--- config.mk ---
export PLATFORM = sky130hd
export DESIGN_NAME = i2c_master_transfer_sequencer_flat
export DESIGN_NICKNAME = d
export VERILOG_FILES = /design/src/sv/i2cs_pkg.sv /design/src/sv/i2cs_if.sv /design/src/sv/i2c_master_transfer_sequencer.sv /design/src/sv/i2cs_in_stage.sv /design/src/sv/i2cs_seq.sv /design/src/sv/i2cs_out_stage.sv /design/src/flat_wrapper.sv
export SDC_FILE = /design/constraint.sdc
export NUM_CORES = 1
export LEC_CHECK = 0
export BUFFER_PORTS_ARGS = -buffer_cell sky130_fd_sc_hd__clkbuf_2
export CELL_PAD_IN_SITES_DETAIL_PLACEMENT = 2
export CELL_PAD_IN_SITES_GLOBAL_PLACEMENT = 2
export CORE_MARGIN = 4
export CORE_UTILIZATION = 37
export CTS_CLUSTER_SIZE = 20
export DETAILED_ROUTE_END_ITERATION = 10
export PLACE_DENSITY_LB_ADDON = 0.1
export REMOVE_ABC_BUFFERS = 1
export SLEW_MARGIN = 20
export SYNTH_ARGS = -nofsm -noshare
export SYNTH_HDL_FRONTEND = slang
export SYNTH_HIERARCHICAL = 1
export SYNTH_SLANG_ARGS = --single-unit
export TNS_END_PERCENT = 100
--- constraint.sdc ---
create_clock -name clk -period 5.9 [get_ports clk]
set_input_delay 0.59 -clock clk [delete_from_list [all_inputs] [get_ports clk]]
set_output_delay 0.59 -clock clk [all_outputs]
set_load 0.02 [all_outputs]
--- src/sv/i2cs_pkg.sv ---
// shared types, codes and helpers for the i2c transfer sequencer
// no dependencies; imported by the interfaces and every module
package i2cs_pkg;

  // longest transfer in either direction, in bytes
  localparam int MAX_TRANSFER = 255;

  // item kinds
  localparam logic [1:0] KIND_START   = 2'd0;
  localparam logic [1:0] KIND_EVENT   = 2'd1;
  localparam logic [1:0] KIND_TIMEOUT = 2'd2;
  localparam logic [1:0] KIND_CLEAR   = 2'd3;

  // actions toward the bus engine
  localparam logic [2:0] ACT_NONE     = 3'd0;
  localparam logic [2:0] ACT_ADDR     = 3'd1;
  localparam logic [2:0] ACT_DATA     = 3'd2;
  localparam logic [2:0] ACT_STOP     = 3'd3;
  localparam logic [2:0] ACT_NAK_STOP = 3'd4;
  localparam logic [2:0] ACT_ACK_READ = 3'd5;

  // transfer outcome
  localparam logic [1:0] OC_NONE = 2'd0;
  localparam logic [1:0] OC_OK   = 2'd1;
  localparam logic [1:0] OC_FAIL = 2'd2;

  // event flag patterns as reported by the engine
  localparam logic [2:0] FLAG_MB = 3'b001;
  localparam logic [2:0] FLAG_SB = 3'b010;

  // interrupt enable masks
  localparam logic [1:0] MASK_NONE = 2'b00;
  localparam logic [1:0] MASK_MB   = 2'b01;
  localparam logic [1:0] MASK_BOTH = 2'b11;

  // shifted addresses at or above this use the ten-bit form
  localparam logic [10:0] TEN_BIT_BASE = 11'h100;

  typedef struct packed {
    logic [1:0] kind;
    logic [9:0] target_address;
    logic [7:0] first_byte;
    logic [7:0] write_count;
    logic [7:0] read_count;
    logic [2:0] event_flags;
    logic [2:0] bus_status;
    logic [7:0] received_byte;
    logic [7:0] next_tx_byte;
  } req_item_t;

  typedef struct packed {
    logic [2:0]  action;
    logic [10:0] address_word;
    logic        ten_bit_mode;
    logic [7:0]  tx_data;
    logic [7:0]  rx_data;
    logic [8:0]  buffer_index;
    logic [1:0]  enable_mask;
    logic [1:0]  outcome;
    logic [15:0] bus_error_count;
    logic [15:0] nak_count;
    logic [15:0] other_error_count;
  } rsp_item_t;

  function automatic logic [15:0] sat_inc16(input logic [15:0] v);
    sat_inc16 = (v == 16'hFFFF) ? v : v + 16'd1;
  endfunction

  function automatic logic [7:0] clamp_count(input logic [7:0] c);
    clamp_count = (int'(c) > MAX_TRANSFER) ? 8'(MAX_TRANSFER) : c;
  endfunction

  // ten-bit read header: 11110 a9 a8 1
  function automatic logic [10:0] read_header(input logic [10:0] sa);
    read_header = {3'b000, 4'hF, 1'b0, sa[10:9], 1'b1};
  endfunction

endpackage

--- src/sv/i2cs_if.sv ---
// valid/ready channel interfaces for requests and results
// depends on i2cs_pkg
interface i2cs_req_if import i2cs_pkg::*; ();
  logic       valid;
  logic       ready;
  logic [1:0] kind;
  logic [9:0] target_address;
  logic [7:0] first_byte;
  logic [7:0] write_count;
  logic [7:0] read_count;
  logic [2:0] event_flags;
  logic [2:0] bus_status;
  logic [7:0] received_byte;
  logic [7:0] next_tx_byte;

  modport source (
    output valid, kind, target_address, first_byte, write_count, read_count,
           event_flags, bus_status, received_byte, next_tx_byte,
    input  ready
  );
  modport sink (
    input  valid, kind, target_address, first_byte, write_count, read_count,
           event_flags, bus_status, received_byte, next_tx_byte,
    output ready
  );
endinterface

interface i2cs_rsp_if import i2cs_pkg::*; ();
  logic        valid;
  logic        ready;
  logic [2:0]  action;
  logic [10:0] address_word;
  logic        ten_bit_mode;
  logic [7:0]  tx_data;
  logic [7:0]  rx_data;
  logic [8:0]  buffer_index;
  logic [1:0]  enable_mask;
  logic [1:0]  outcome;
  logic [15:0] bus_error_count;
  logic [15:0] nak_count;
  logic [15:0] other_error_count;

  modport source (
    output valid, action, address_word, ten_bit_mode, tx_data, rx_data, buffer_index,
           enable_mask, outcome, bus_error_count, nak_count, other_error_count,
    input  ready
  );
  modport sink (
    input  valid, action, address_word, ten_bit_mode, tx_data, rx_data, buffer_index,
           enable_mask, outcome, bus_error_count, nak_count, other_error_count,
    output ready
  );
endinterface

--- src/sv/i2c_master_transfer_sequencer.sv ---
// an accepted item is held until the result register has room; its result is then registered there
// throughput: one item per cycle while results are taken; the state machine steps once per item
// the result register frees as it is taken, so a stalled result blocks input only once both stages fill
// reset: synchronous rst returns to idle and zeroes all three error counters at once
// depends on i2cs_pkg, i2cs_if, i2cs_in_stage, i2cs_seq, i2cs_out_stage
module i2c_master_transfer_sequencer import i2cs_pkg::*; (
  input  logic       clk,
  input  logic       rst,
  i2cs_req_if.sink   req,
  i2cs_rsp_if.source rsp
);

  // item held in the input register
  logic      in_valid;
  req_item_t in_item;

  // step result, computed from the held item and the current state
  rsp_item_t step_res;

  // result register has room this cycle
  logic out_free;

  // one item steps the sequencer when it is held and the result has somewhere to go
  logic step;
  assign step = in_valid && out_free;

  // input register: next item may enter as the held one steps
  i2cs_in_stage u_in (
    .clk   (clk),
    .rst   (rst),
    .req   (req),
    .take  (step),
    .valid (in_valid),
    .item  (in_item)
  );

  // transfer state machine and counters
  i2cs_seq u_seq (
    .clk  (clk),
    .rst  (rst),
    .step (step),
    .item (in_item),
    .res  (step_res)
  );

  // result register toward the consumer
  i2cs_out_stage u_out (
    .clk  (clk),
    .rst  (rst),
    .load (step),
    .res  (step_res),
    .free (out_free),
    .rsp  (rsp)
  );

endmodule

--- src/sv/i2cs_in_stage.sv ---
// input register: captures one request item and holds it until stepped
// depends on i2cs_pkg and i2cs_req_if
module i2cs_in_stage import i2cs_pkg::*; (
  input  logic       clk,
  input  logic       rst,
  i2cs_req_if.sink   req,
  input  logic       take,
  output logic       valid,
  output req_item_t  item
);

  assign req.ready = !valid || take;

  always_ff @(posedge clk) begin
    if (rst) begin
      valid <= 1'b0;
    end else if (req.ready) begin
      valid <= req.valid;
    end
    if (req.valid && req.ready) begin
      item <= '{kind: req.kind, target_address: req.target_address,
                first_byte: req.first_byte, write_count: req.write_count,
                read_count: req.read_count, event_flags: req.event_flags,
                bus_status: req.bus_status, received_byte: req.received_byte,
                next_tx_byte: req.next_tx_byte};
    end
  end

endmodule

--- src/sv/i2cs_seq.sv ---
// transfer state machine and error counters; one step per item
// depends on i2cs_pkg
module i2cs_seq import i2cs_pkg::*; (
  input  logic      clk,
  input  logic      rst,
  input  logic      step,
  input  req_item_t item,
  output rsp_item_t res
);

  typedef enum logic [2:0] {
    PH_IDLE, PH_ADDR_WRITE, PH_WRITING, PH_TEN_READ, PH_ADDR_READ, PH_READING
  } phase_t;

  phase_t      phase, phase_next;
  logic [10:0] shifted_address, shifted_address_next;
  logic [7:0]  held_first_byte, held_first_byte_next;
  logic [7:0]  writes_left, writes_left_next;
  logic [7:0]  reads_left, reads_left_next;
  logic [8:0]  buffer_position, buffer_position_next;
  logic [15:0] bus_errors, bus_errors_next;
  logic [15:0] nak_errors, nak_errors_next;
  logic [15:0] other_errors, other_errors_next;
  logic        err;
  logic [7:0]  wc, rc, rl_dec;
  logic [10:0] sa_new;

  assign wc     = clamp_count(item.write_count);
  assign rc     = clamp_count(item.read_count);
  assign sa_new = {item.target_address, 1'b0};
  assign rl_dec = reads_left - 8'd1;

  always_comb begin
    phase_next           = phase;
    shifted_address_next = shifted_address;
    held_first_byte_next = held_first_byte;
    writes_left_next     = writes_left;
    reads_left_next      = reads_left;
    buffer_position_next = buffer_position;
    bus_errors_next      = bus_errors;
    nak_errors_next      = nak_errors;
    other_errors_next    = other_errors;
    err                  = 1'b0;
    res                  = '0;
    res.action           = ACT_NONE;
    res.outcome          = OC_NONE;
    res.enable_mask      = MASK_NONE;
    res.buffer_index     = buffer_position;

    case (item.kind)
      KIND_START: begin
        shifted_address_next = sa_new;
        held_first_byte_next = item.first_byte;
        writes_left_next     = wc;
        reads_left_next      = rc;
        buffer_position_next = '0;
        res.buffer_index     = '0;
        if (wc == 8'd0 && rc == 8'd0) begin
          phase_next  = PH_IDLE;
          res.outcome = OC_OK;
        end else if (wc != 8'd0) begin
          phase_next         = PH_ADDR_WRITE;
          res.action         = ACT_ADDR;
          res.address_word   = sa_new;
          res.ten_bit_mode   = (sa_new >= TEN_BIT_BASE);
          res.enable_mask    = MASK_MB;
        end else if (sa_new >= TEN_BIT_BASE) begin
          phase_next         = PH_TEN_READ;
          res.action         = ACT_ADDR;
          res.address_word   = sa_new;
          res.ten_bit_mode   = 1'b1;
          res.enable_mask    = MASK_MB;
        end else begin
          phase_next         = PH_ADDR_READ;
          res.action         = ACT_ADDR;
          res.address_word   = sa_new | 11'd1;
          res.enable_mask    = MASK_BOTH;
        end
      end

      KIND_EVENT: begin
        case (phase)
          PH_ADDR_WRITE: begin
            if (item.event_flags == FLAG_MB) begin
              res.action       = ACT_DATA;
              res.tx_data      = held_first_byte;
              writes_left_next = writes_left - 8'd1;
              res.enable_mask  = MASK_MB;
              phase_next       = PH_WRITING;
            end else begin
              err = 1'b1;
            end
          end
          PH_WRITING: begin
            if (item.event_flags != FLAG_MB) begin
              err = 1'b1;
            end else if (writes_left != 8'd0) begin
              res.action           = ACT_DATA;
              res.tx_data          = item.next_tx_byte;
              buffer_position_next = buffer_position + 9'd1;
              writes_left_next     = writes_left - 8'd1;
              res.enable_mask      = MASK_MB;
            end else if (reads_left == 8'd0) begin
              res.action  = ACT_STOP;
              res.outcome = OC_OK;
              phase_next  = PH_IDLE;
            end else begin
              res.action       = ACT_ADDR;
              res.address_word = (shifted_address >= TEN_BIT_BASE) ?
                                 read_header(shifted_address) :
                                 (shifted_address | 11'd1);
              res.enable_mask  = MASK_BOTH;
              phase_next       = PH_ADDR_READ;
            end
          end
          PH_TEN_READ: begin
            if (item.event_flags == FLAG_MB) begin
              res.action       = ACT_ADDR;
              res.address_word = read_header(shifted_address);
              res.enable_mask  = MASK_BOTH;
              phase_next       = PH_ADDR_READ;
            end else begin
              err = 1'b1;
            end
          end
          PH_ADDR_READ, PH_READING: begin
            phase_next = PH_READING;
            if (item.event_flags != FLAG_SB) begin
              err = 1'b1;
            end else begin
              reads_left_next      = rl_dec;
              res.rx_data          = item.received_byte;
              buffer_position_next = buffer_position + 9'd1;
              if (rl_dec == 8'd0) begin
                res.action  = ACT_NAK_STOP;
                res.outcome = OC_OK;
                phase_next  = PH_IDLE;
              end else begin
                res.action      = ACT_ACK_READ;
                res.enable_mask = MASK_BOTH;
              end
            end
          end
          default: begin
            // idle: event is ignored
          end
        endcase
        if (err) begin
          if (item.bus_status[1:0] != 2'b00) begin
            bus_errors_next = sat_inc16(bus_errors);
          end else if (item.bus_status[2]) begin
            nak_errors_next = sat_inc16(nak_errors);
          end else begin
            other_errors_next = sat_inc16(other_errors);
          end
          res.action      = ACT_STOP;
          res.outcome     = OC_FAIL;
          res.enable_mask = MASK_NONE;
          phase_next      = PH_IDLE;
        end
      end

      KIND_TIMEOUT: begin
        if (phase != PH_IDLE) begin
          res.outcome = OC_FAIL;
          phase_next  = PH_IDLE;
        end
      end

      default: begin
        bus_errors_next   = '0;
        nak_errors_next   = '0;
        other_errors_next = '0;
        if (phase == PH_ADDR_WRITE || phase == PH_WRITING || phase == PH_TEN_READ) begin
          res.enable_mask = MASK_MB;
        end else if (phase == PH_ADDR_READ || phase == PH_READING) begin
          res.enable_mask = MASK_BOTH;
        end
      end
    endcase

    res.bus_error_count   = bus_errors_next;
    res.nak_count         = nak_errors_next;
    res.other_error_count = other_errors_next;
  end

  always_ff @(posedge clk) begin
    if (rst) begin
      phase           <= PH_IDLE;
      shifted_address <= '0;
      held_first_byte <= '0;
      writes_left     <= '0;
      reads_left      <= '0;
      buffer_position <= '0;
      bus_errors      <= '0;
      nak_errors      <= '0;
      other_errors    <= '0;
    end else if (step) begin
      phase           <= phase_next;
      shifted_address <= shifted_address_next;
      held_first_byte <= held_first_byte_next;
      writes_left     <= writes_left_next;
      reads_left      <= reads_left_next;
      buffer_position <= buffer_position_next;
      bus_errors      <= bus_errors_next;
      nak_errors      <= nak_errors_next;
      other_errors    <= other_errors_next;
    end
  end

`ifndef SYNTH
  // a finished transfer always leaves the sequencer idle
  a_done_goes_idle: assert property (@(posedge clk) disable iff (rst)
    step && res.outcome != OC_NONE |=> phase == PH_IDLE)
    else $error("sequencer not idle after transfer outcome");

  // counters only move down on a clear item
  a_counter_monotonic: assert property (@(posedge clk) disable iff (rst)
    step && item.kind != KIND_CLEAR |=>
      bus_errors >= $past(bus_errors) && nak_errors >= $past(nak_errors) &&
      other_errors >= $past(other_errors))
    else $error("error counter decreased without clear");

  // a failed transfer awaits no further events
  a_fail_no_mask: assert property (@(posedge clk) disable iff (rst)
    step && res.outcome == OC_FAIL |-> res.enable_mask == MASK_NONE)
    else $error("enable mask set on failed transfer");

  // idle state never asks for events
  a_idle_no_mask: assert property (@(posedge clk) disable iff (rst)
    step && phase_next == PH_IDLE |-> res.enable_mask == MASK_NONE)
    else $error("enable mask set while going idle");
`endif

endmodule

--- src/sv/i2cs_out_stage.sv ---
// result register driving the result channel
// depends on i2cs_pkg and i2cs_rsp_if
module i2cs_out_stage import i2cs_pkg::*; (
  input  logic       clk,
  input  logic       rst,
  input  logic       load,
  input  rsp_item_t  res,
  output logic       free,
  i2cs_rsp_if.source rsp
);

  rsp_item_t held;

  assign free = !rsp.valid || rsp.ready;

  always_ff @(posedge clk) begin
    if (rst) begin
      rsp.valid <= 1'b0;
    end else if (free) begin
      rsp.valid <= load;
    end
    if (load) begin
      held <= res;
    end
  end

  assign rsp.action            = held.action;
  assign rsp.address_word      = held.address_word;
  assign rsp.ten_bit_mode      = held.ten_bit_mode;
  assign rsp.tx_data           = held.tx_data;
  assign rsp.rx_data           = held.rx_data;
  assign rsp.buffer_index      = held.buffer_index;
  assign rsp.enable_mask       = held.enable_mask;
  assign rsp.outcome           = held.outcome;
  assign rsp.bus_error_count   = held.bus_error_count;
  assign rsp.nak_count         = held.nak_count;
  assign rsp.other_error_count = held.other_error_count;

endmodule
--- src/flat_wrapper.sv ---
// flat-port wrapper written by rule: the top's interface ports become plain ports
module i2c_master_transfer_sequencer_flat import i2cs_pkg::*;
  (clk, rst, req_valid, req_kind, req_target_address, req_first_byte, req_write_count, req_read_count, req_event_flags, req_bus_status, req_received_byte, req_next_tx_byte, req_ready, rsp_valid, rsp_action, rsp_address_word, rsp_ten_bit_mode, rsp_tx_data, rsp_rx_data, rsp_buffer_index, rsp_enable_mask, rsp_outcome, rsp_bus_error_count, rsp_nak_count, rsp_other_error_count, rsp_ready);
  i2cs_req_if req_i ();
  i2cs_rsp_if rsp_i ();
  input  logic clk;
  input  logic rst;
  input wire logic [$bits(req_i.valid)-1:0] req_valid;
  input wire logic [$bits(req_i.kind)-1:0] req_kind;
  input wire logic [$bits(req_i.target_address)-1:0] req_target_address;
  input wire logic [$bits(req_i.first_byte)-1:0] req_first_byte;
  input wire logic [$bits(req_i.write_count)-1:0] req_write_count;
  input wire logic [$bits(req_i.read_count)-1:0] req_read_count;
  input wire logic [$bits(req_i.event_flags)-1:0] req_event_flags;
  input wire logic [$bits(req_i.bus_status)-1:0] req_bus_status;
  input wire logic [$bits(req_i.received_byte)-1:0] req_received_byte;
  input wire logic [$bits(req_i.next_tx_byte)-1:0] req_next_tx_byte;
  output wire logic [$bits(req_i.ready)-1:0] req_ready;
  output wire logic [$bits(rsp_i.valid)-1:0] rsp_valid;
  output wire logic [$bits(rsp_i.action)-1:0] rsp_action;
  output wire logic [$bits(rsp_i.address_word)-1:0] rsp_address_word;
  output wire logic [$bits(rsp_i.ten_bit_mode)-1:0] rsp_ten_bit_mode;
  output wire logic [$bits(rsp_i.tx_data)-1:0] rsp_tx_data;
  output wire logic [$bits(rsp_i.rx_data)-1:0] rsp_rx_data;
  output wire logic [$bits(rsp_i.buffer_index)-1:0] rsp_buffer_index;
  output wire logic [$bits(rsp_i.enable_mask)-1:0] rsp_enable_mask;
  output wire logic [$bits(rsp_i.outcome)-1:0] rsp_outcome;
  output wire logic [$bits(rsp_i.bus_error_count)-1:0] rsp_bus_error_count;
  output wire logic [$bits(rsp_i.nak_count)-1:0] rsp_nak_count;
  output wire logic [$bits(rsp_i.other_error_count)-1:0] rsp_other_error_count;
  input wire logic [$bits(rsp_i.ready)-1:0] rsp_ready;
  assign req_i.valid = req_valid;
  assign req_i.kind = req_kind;
  assign req_i.target_address = req_target_address;
  assign req_i.first_byte = req_first_byte;
  assign req_i.write_count = req_write_count;
  assign req_i.read_count = req_read_count;
  assign req_i.event_flags = req_event_flags;
  assign req_i.bus_status = req_bus_status;
  assign req_i.received_byte = req_received_byte;
  assign req_i.next_tx_byte = req_next_tx_byte;
  assign req_ready = req_i.ready;
  assign rsp_valid = rsp_i.valid;
  assign rsp_action = rsp_i.action;
  assign rsp_address_word = rsp_i.address_word;
  assign rsp_ten_bit_mode = rsp_i.ten_bit_mode;
  assign rsp_tx_data = rsp_i.tx_data;
  assign rsp_rx_data = rsp_i.rx_data;
  assign rsp_buffer_index = rsp_i.buffer_index;
  assign rsp_enable_mask = rsp_i.enable_mask;
  assign rsp_outcome = rsp_i.outcome;
  assign rsp_bus_error_count = rsp_i.bus_error_count;
  assign rsp_nak_count = rsp_i.nak_count;
  assign rsp_other_error_count = rsp_i.other_error_count;
  assign rsp_i.ready = rsp_ready;
  i2c_master_transfer_sequencer u_core (.clk(clk), .rst(rst), .req(req_i), .rsp(rsp_i));
endmodule
==> results.json <==
{
  "syn_to_final_growth_pct": 17.5,
  "synth-seq-cells": 246,
  "synth_edf_count": 150,
  "initial_core_util_pct": 37.6,
  "hold_start": "req_read_count[2]",
  "finalCriticalPeriod_ns": 3.42,
  "drtIter0Drc": 468,
  "clk_pin_slew_ns": 0.06,
  "cp-end-kind": "flip-flop",
  "synth_area_um2": 11500,
  "holdPathStages": 1,
  "cp_max_fo": 33,
  "io_buffers": 155,
  "final_nets": 1356,
  "cts_max_level": 1,
  "tightest_slew_ns": 1.06,
  "postRouteWirelength_um": 37700,
  "dr.pass1.iters": 5,
  "clk_latency_ns": 0.56,
  "hold_end": "u_core/u_in/item[24]$_DFFE_PP_",
  "die_x_um": 185,
  "grt_usage_pct": 21.9,
  "clockBufferDepth": 3,
  "crit_path_max_incr_delay_ns": 0.63,
  "reg2reg_to": "u_core/u_seq/nak_errors[0]$_SDFFE_PP0P_",
  "r2r_cells": 8,
  "fmax_mhz": 292,
  "hpwl_um": 26000,
  "yosys_warnings": 6,
  "grt_max_degree": 59,
  "ys.flop_type": "edfxtp_1",
  "total_power_mw": 4.06,
  "syn-mean-instance-area_um2": 10.1,
  "cp_top_family": "simple AND/OR/NAND/NOR gates",
  "cts-resized-gates": 0,
  "cts-root-buf": "clkbuf_16",
  "cpMostUsedCell": "nand2_1",
  "fin_skew_ns": 0.0177,
  "hp-class": "in -> reg",
  "cts_sinks": 246,
  "final.setup.tns_ns": 0,
  "critical_path_buf_inv_count": 1,
  "n_antenna_cell": 0,
  "fin_crit_sh_pct": 57.9,
  "first_global_vias": 10500,
  "ys_types": 81,
  "worstPathArrival_ns": 3.88,
  "core_area_um2": 30700,
  "cts-hold-fix-buffers": 0,
  "async_flop_share_pct": 0,
  "finalSetupViolations": 0,
  "drc_errors": 0,
  "syn_inst": 1148,
  "rsz0062_at_grt": "no",
  "worstPathCellList": "buf_4 -> ha_2 -> nor2_1 -> and2_0 -> nand2_1 -> o21ai_0 -> nand2_1 -> o31ai_1",
  "ant_nets": 0,
  "r2r_start": "u_core/u_in/item[56]$_DFFE_PP_",
  "die_h_um": 185,
  "hold_viol_final": 0,
  "grt_antenna_before_repair": 1,
  "slowest_stage": "nor2_1",
  "rows": 64,
  "io_pins": 156,
  "status": "complete, no violations",
  "cp-start-kind": "flip-flop",
  "grt_pass1_wl_um": 59700,
  "drive_above_1_share_pct": 19.2,
  "dieArea_um2": 34100,
  "post_cts_buffers": 0,
  "critical_path_class": "reg -> reg",
  "post-place-ws_ns": 2.54,
  "maxSlewHeadroom_pct": 29.3,
  "cts_buffers": 28,
  "ys_seq_area_share_pct": 55.7,
  "tritoncts": "done",
  "p_leak_nw": 4.82,
  "vias": 9702,
  "overflow": 0,
  "power.ir.vdd_worst_mv": 0.223,
  "r2r_slack_ns": 2.48,
  "routedWlPerCell_um": 22.2,
  "finalMaxSlewViolations": 0,
  "place_congestion": 0.834,
  "final.setup.worst_slack_ns": 2.48,
  "crit_required_ns": 6.36,
  "p_per_area_nw_per_um2": 299,
  "via_per_inst": 5.71,
  "drv_cap": 0,
  "finish.utilization_pct": 44.2
}
==> how the worst max path moves through the flow <==
stage,startpoint,to,slack [ns],depth (start not counted)
floorplan,rsp_ready,u_core/u_seq/other_errors[0]$_SDFFE_PP0P_,0.47,6
global placement,u_core/u_in/item[56]$_DFFE_PP_,u_core/u_seq/other_errors[0]$_SDFFE_PP0P_,2.60,7
detailed placement,u_core/u_in/item[56]$_DFFE_PP_,u_core/u_seq/other_errors[0]$_SDFFE_PP0P_,2.54,7
CTS,u_core/u_in/item[56]$_DFFE_PP_,u_core/u_seq/other_errors[0]$_SDFFE_PP0P_,2.48,7
global route,u_core/u_in/item[56]$_DFFE_PP_,u_core/u_seq/nak_errors[0]$_SDFFE_PP0P_,2.30,8
finish,u_core/u_in/item[56]$_DFFE_PP_,u_core/u_seq/nak_errors[0]$_SDFFE_PP0P_,2.48,8
==> per-stage QoR <==
step | area [um2] | hold WS (ns) | cells
after detailed placement | 12600 | 0.451 | 1647
after floorplan | 11200 | 0.430 | 1079
after global routing | 13600 | 0.177 | 1699
after CTS | 13600 | 0.166 | 1699
final | 13600 | 0.198 | 1699
after global placement | 12600 | 0.442 | 1647
==> flip-flops by register name, summed over array words and instances (netlist names), 10 cells and up <==
name and count:
u_core/u_seq/other_errors 16, u_core/u_in/item 58, u_core/u_out/rsp.bus_error_count 16, u_core/u_seq/shifted_address 10, u_core/u_out/rsp.other_error_count 16, u_core/u_seq/bus_errors 16, u_core/u_out/rsp.nak_count 16, u_core/u_seq/nak_errors 16
u_core/u_out/rsp.address_word 11
==> synth_stat cells (all sizes together) (4+ instances only) <==
master / count / share of area (%)
a211oi: 10 / 0.69
a22oi: 12 / 0.78
nand4: 13 / 0.70
or3: 9 / 0.49
a21oi: 110 / 4.8
dfxtp: 96 / 17
a21o: 5 / 0.33
ha: 13 / 1.4
nand3: 41 / 1.8
o31ai: 15 / 1.1
xnor2: 9 / 0.68
o32ai: 5 / 0.38
nand2: 151 / 4.9
and3: 18 / 0.98
o21a: 6 / 0.39
nor3b: 5 / 0.33
nor4b: 4 / 0.49
mux2i: 5 / 0.43
nor4: 10 / 0.54
o211ai: 6 / 0.39
or2: 10 / 0.54
nand4b: 5 / 0.38
inv: 18 / 0.59
nor2b: 20 / 1.1
o21ai: 65 / 2.8
a311oi: 4 / 0.30
buf: 21 / 1.1
a31oi: 41 / 2.2
nand2b: 14 / 0.89
a22o: 4 / 0.30
and4: 8 / 0.63
a41oi: 4 / 0.30
clkbuf: 48 / 1.6
and2: 20 / 1.1
nor3: 33 / 1.5
nor2: 85 / 2.8
a31o: 7 / 0.53
edfxtp: 150 / 39
==> layout make-up <==
cell class	count	area, um2
clock buffers	43	797
clock inverters	9	120
repair buffers	172	903
inverters	18	67.6
flip-flops and latches	246	6430
multi-input cells	815	4750
well taps	396	495
fillers	3287	17100
==> cell usage in the layout, fill, tap and decap left out, types with 9 or more instances in the layout <==
master,n
clkbuf_2,155
edfxtp_1,150
nand2_1,150
a21oi_1,108
dfxtp_1,96
nor2_1,83
o21ai_0,62
nand3_1,41
a31oi_1,41
nor3_1,32
clkbuf_16,28
nor2b_1,20
inv_1,18
and3_1,18
buf_4,17
and2_1,17
o31ai_1,14
nand4_1,13
nand2b_1,12
a22oi_1,12
clkbuf_1,11
ha_1,11
or2_2,10
nor4_1,10
or3_1,9
a211oi_1,9
xnor2_1,9
==> power by group <==
group	switching, mW	internal, mW
clock network	0.716	1.02
registers	0.0382	1.90
logic	0.272	0.108
total	1.03	3.03
==> layer usage <==
metal	vias to the layer above	GRT usage, %	wire length [um]
met5	-	0.286	12
met4	2	5.67	976
met3	55	2.61	1040
met2	169	40.3	19700
met1	4937	27.1	16000
li1	4539	-	-
==> cell families after synthesis <==
logic type               count (synthesis)  synth area share, %
multiplexers                             8                0.726
flip-flops                             246                 55.7
adder cells (fa/ha/maj)                 13                 1.41
buffers and inverters                   87                 3.27
XOR/XNOR                                 9                0.683
AO/OA/AOI/OAI                          332                 18.6
AND/OR/NAND/NOR                        453                 19.6
Note: power is estimated with default switching activity, not from simulation.
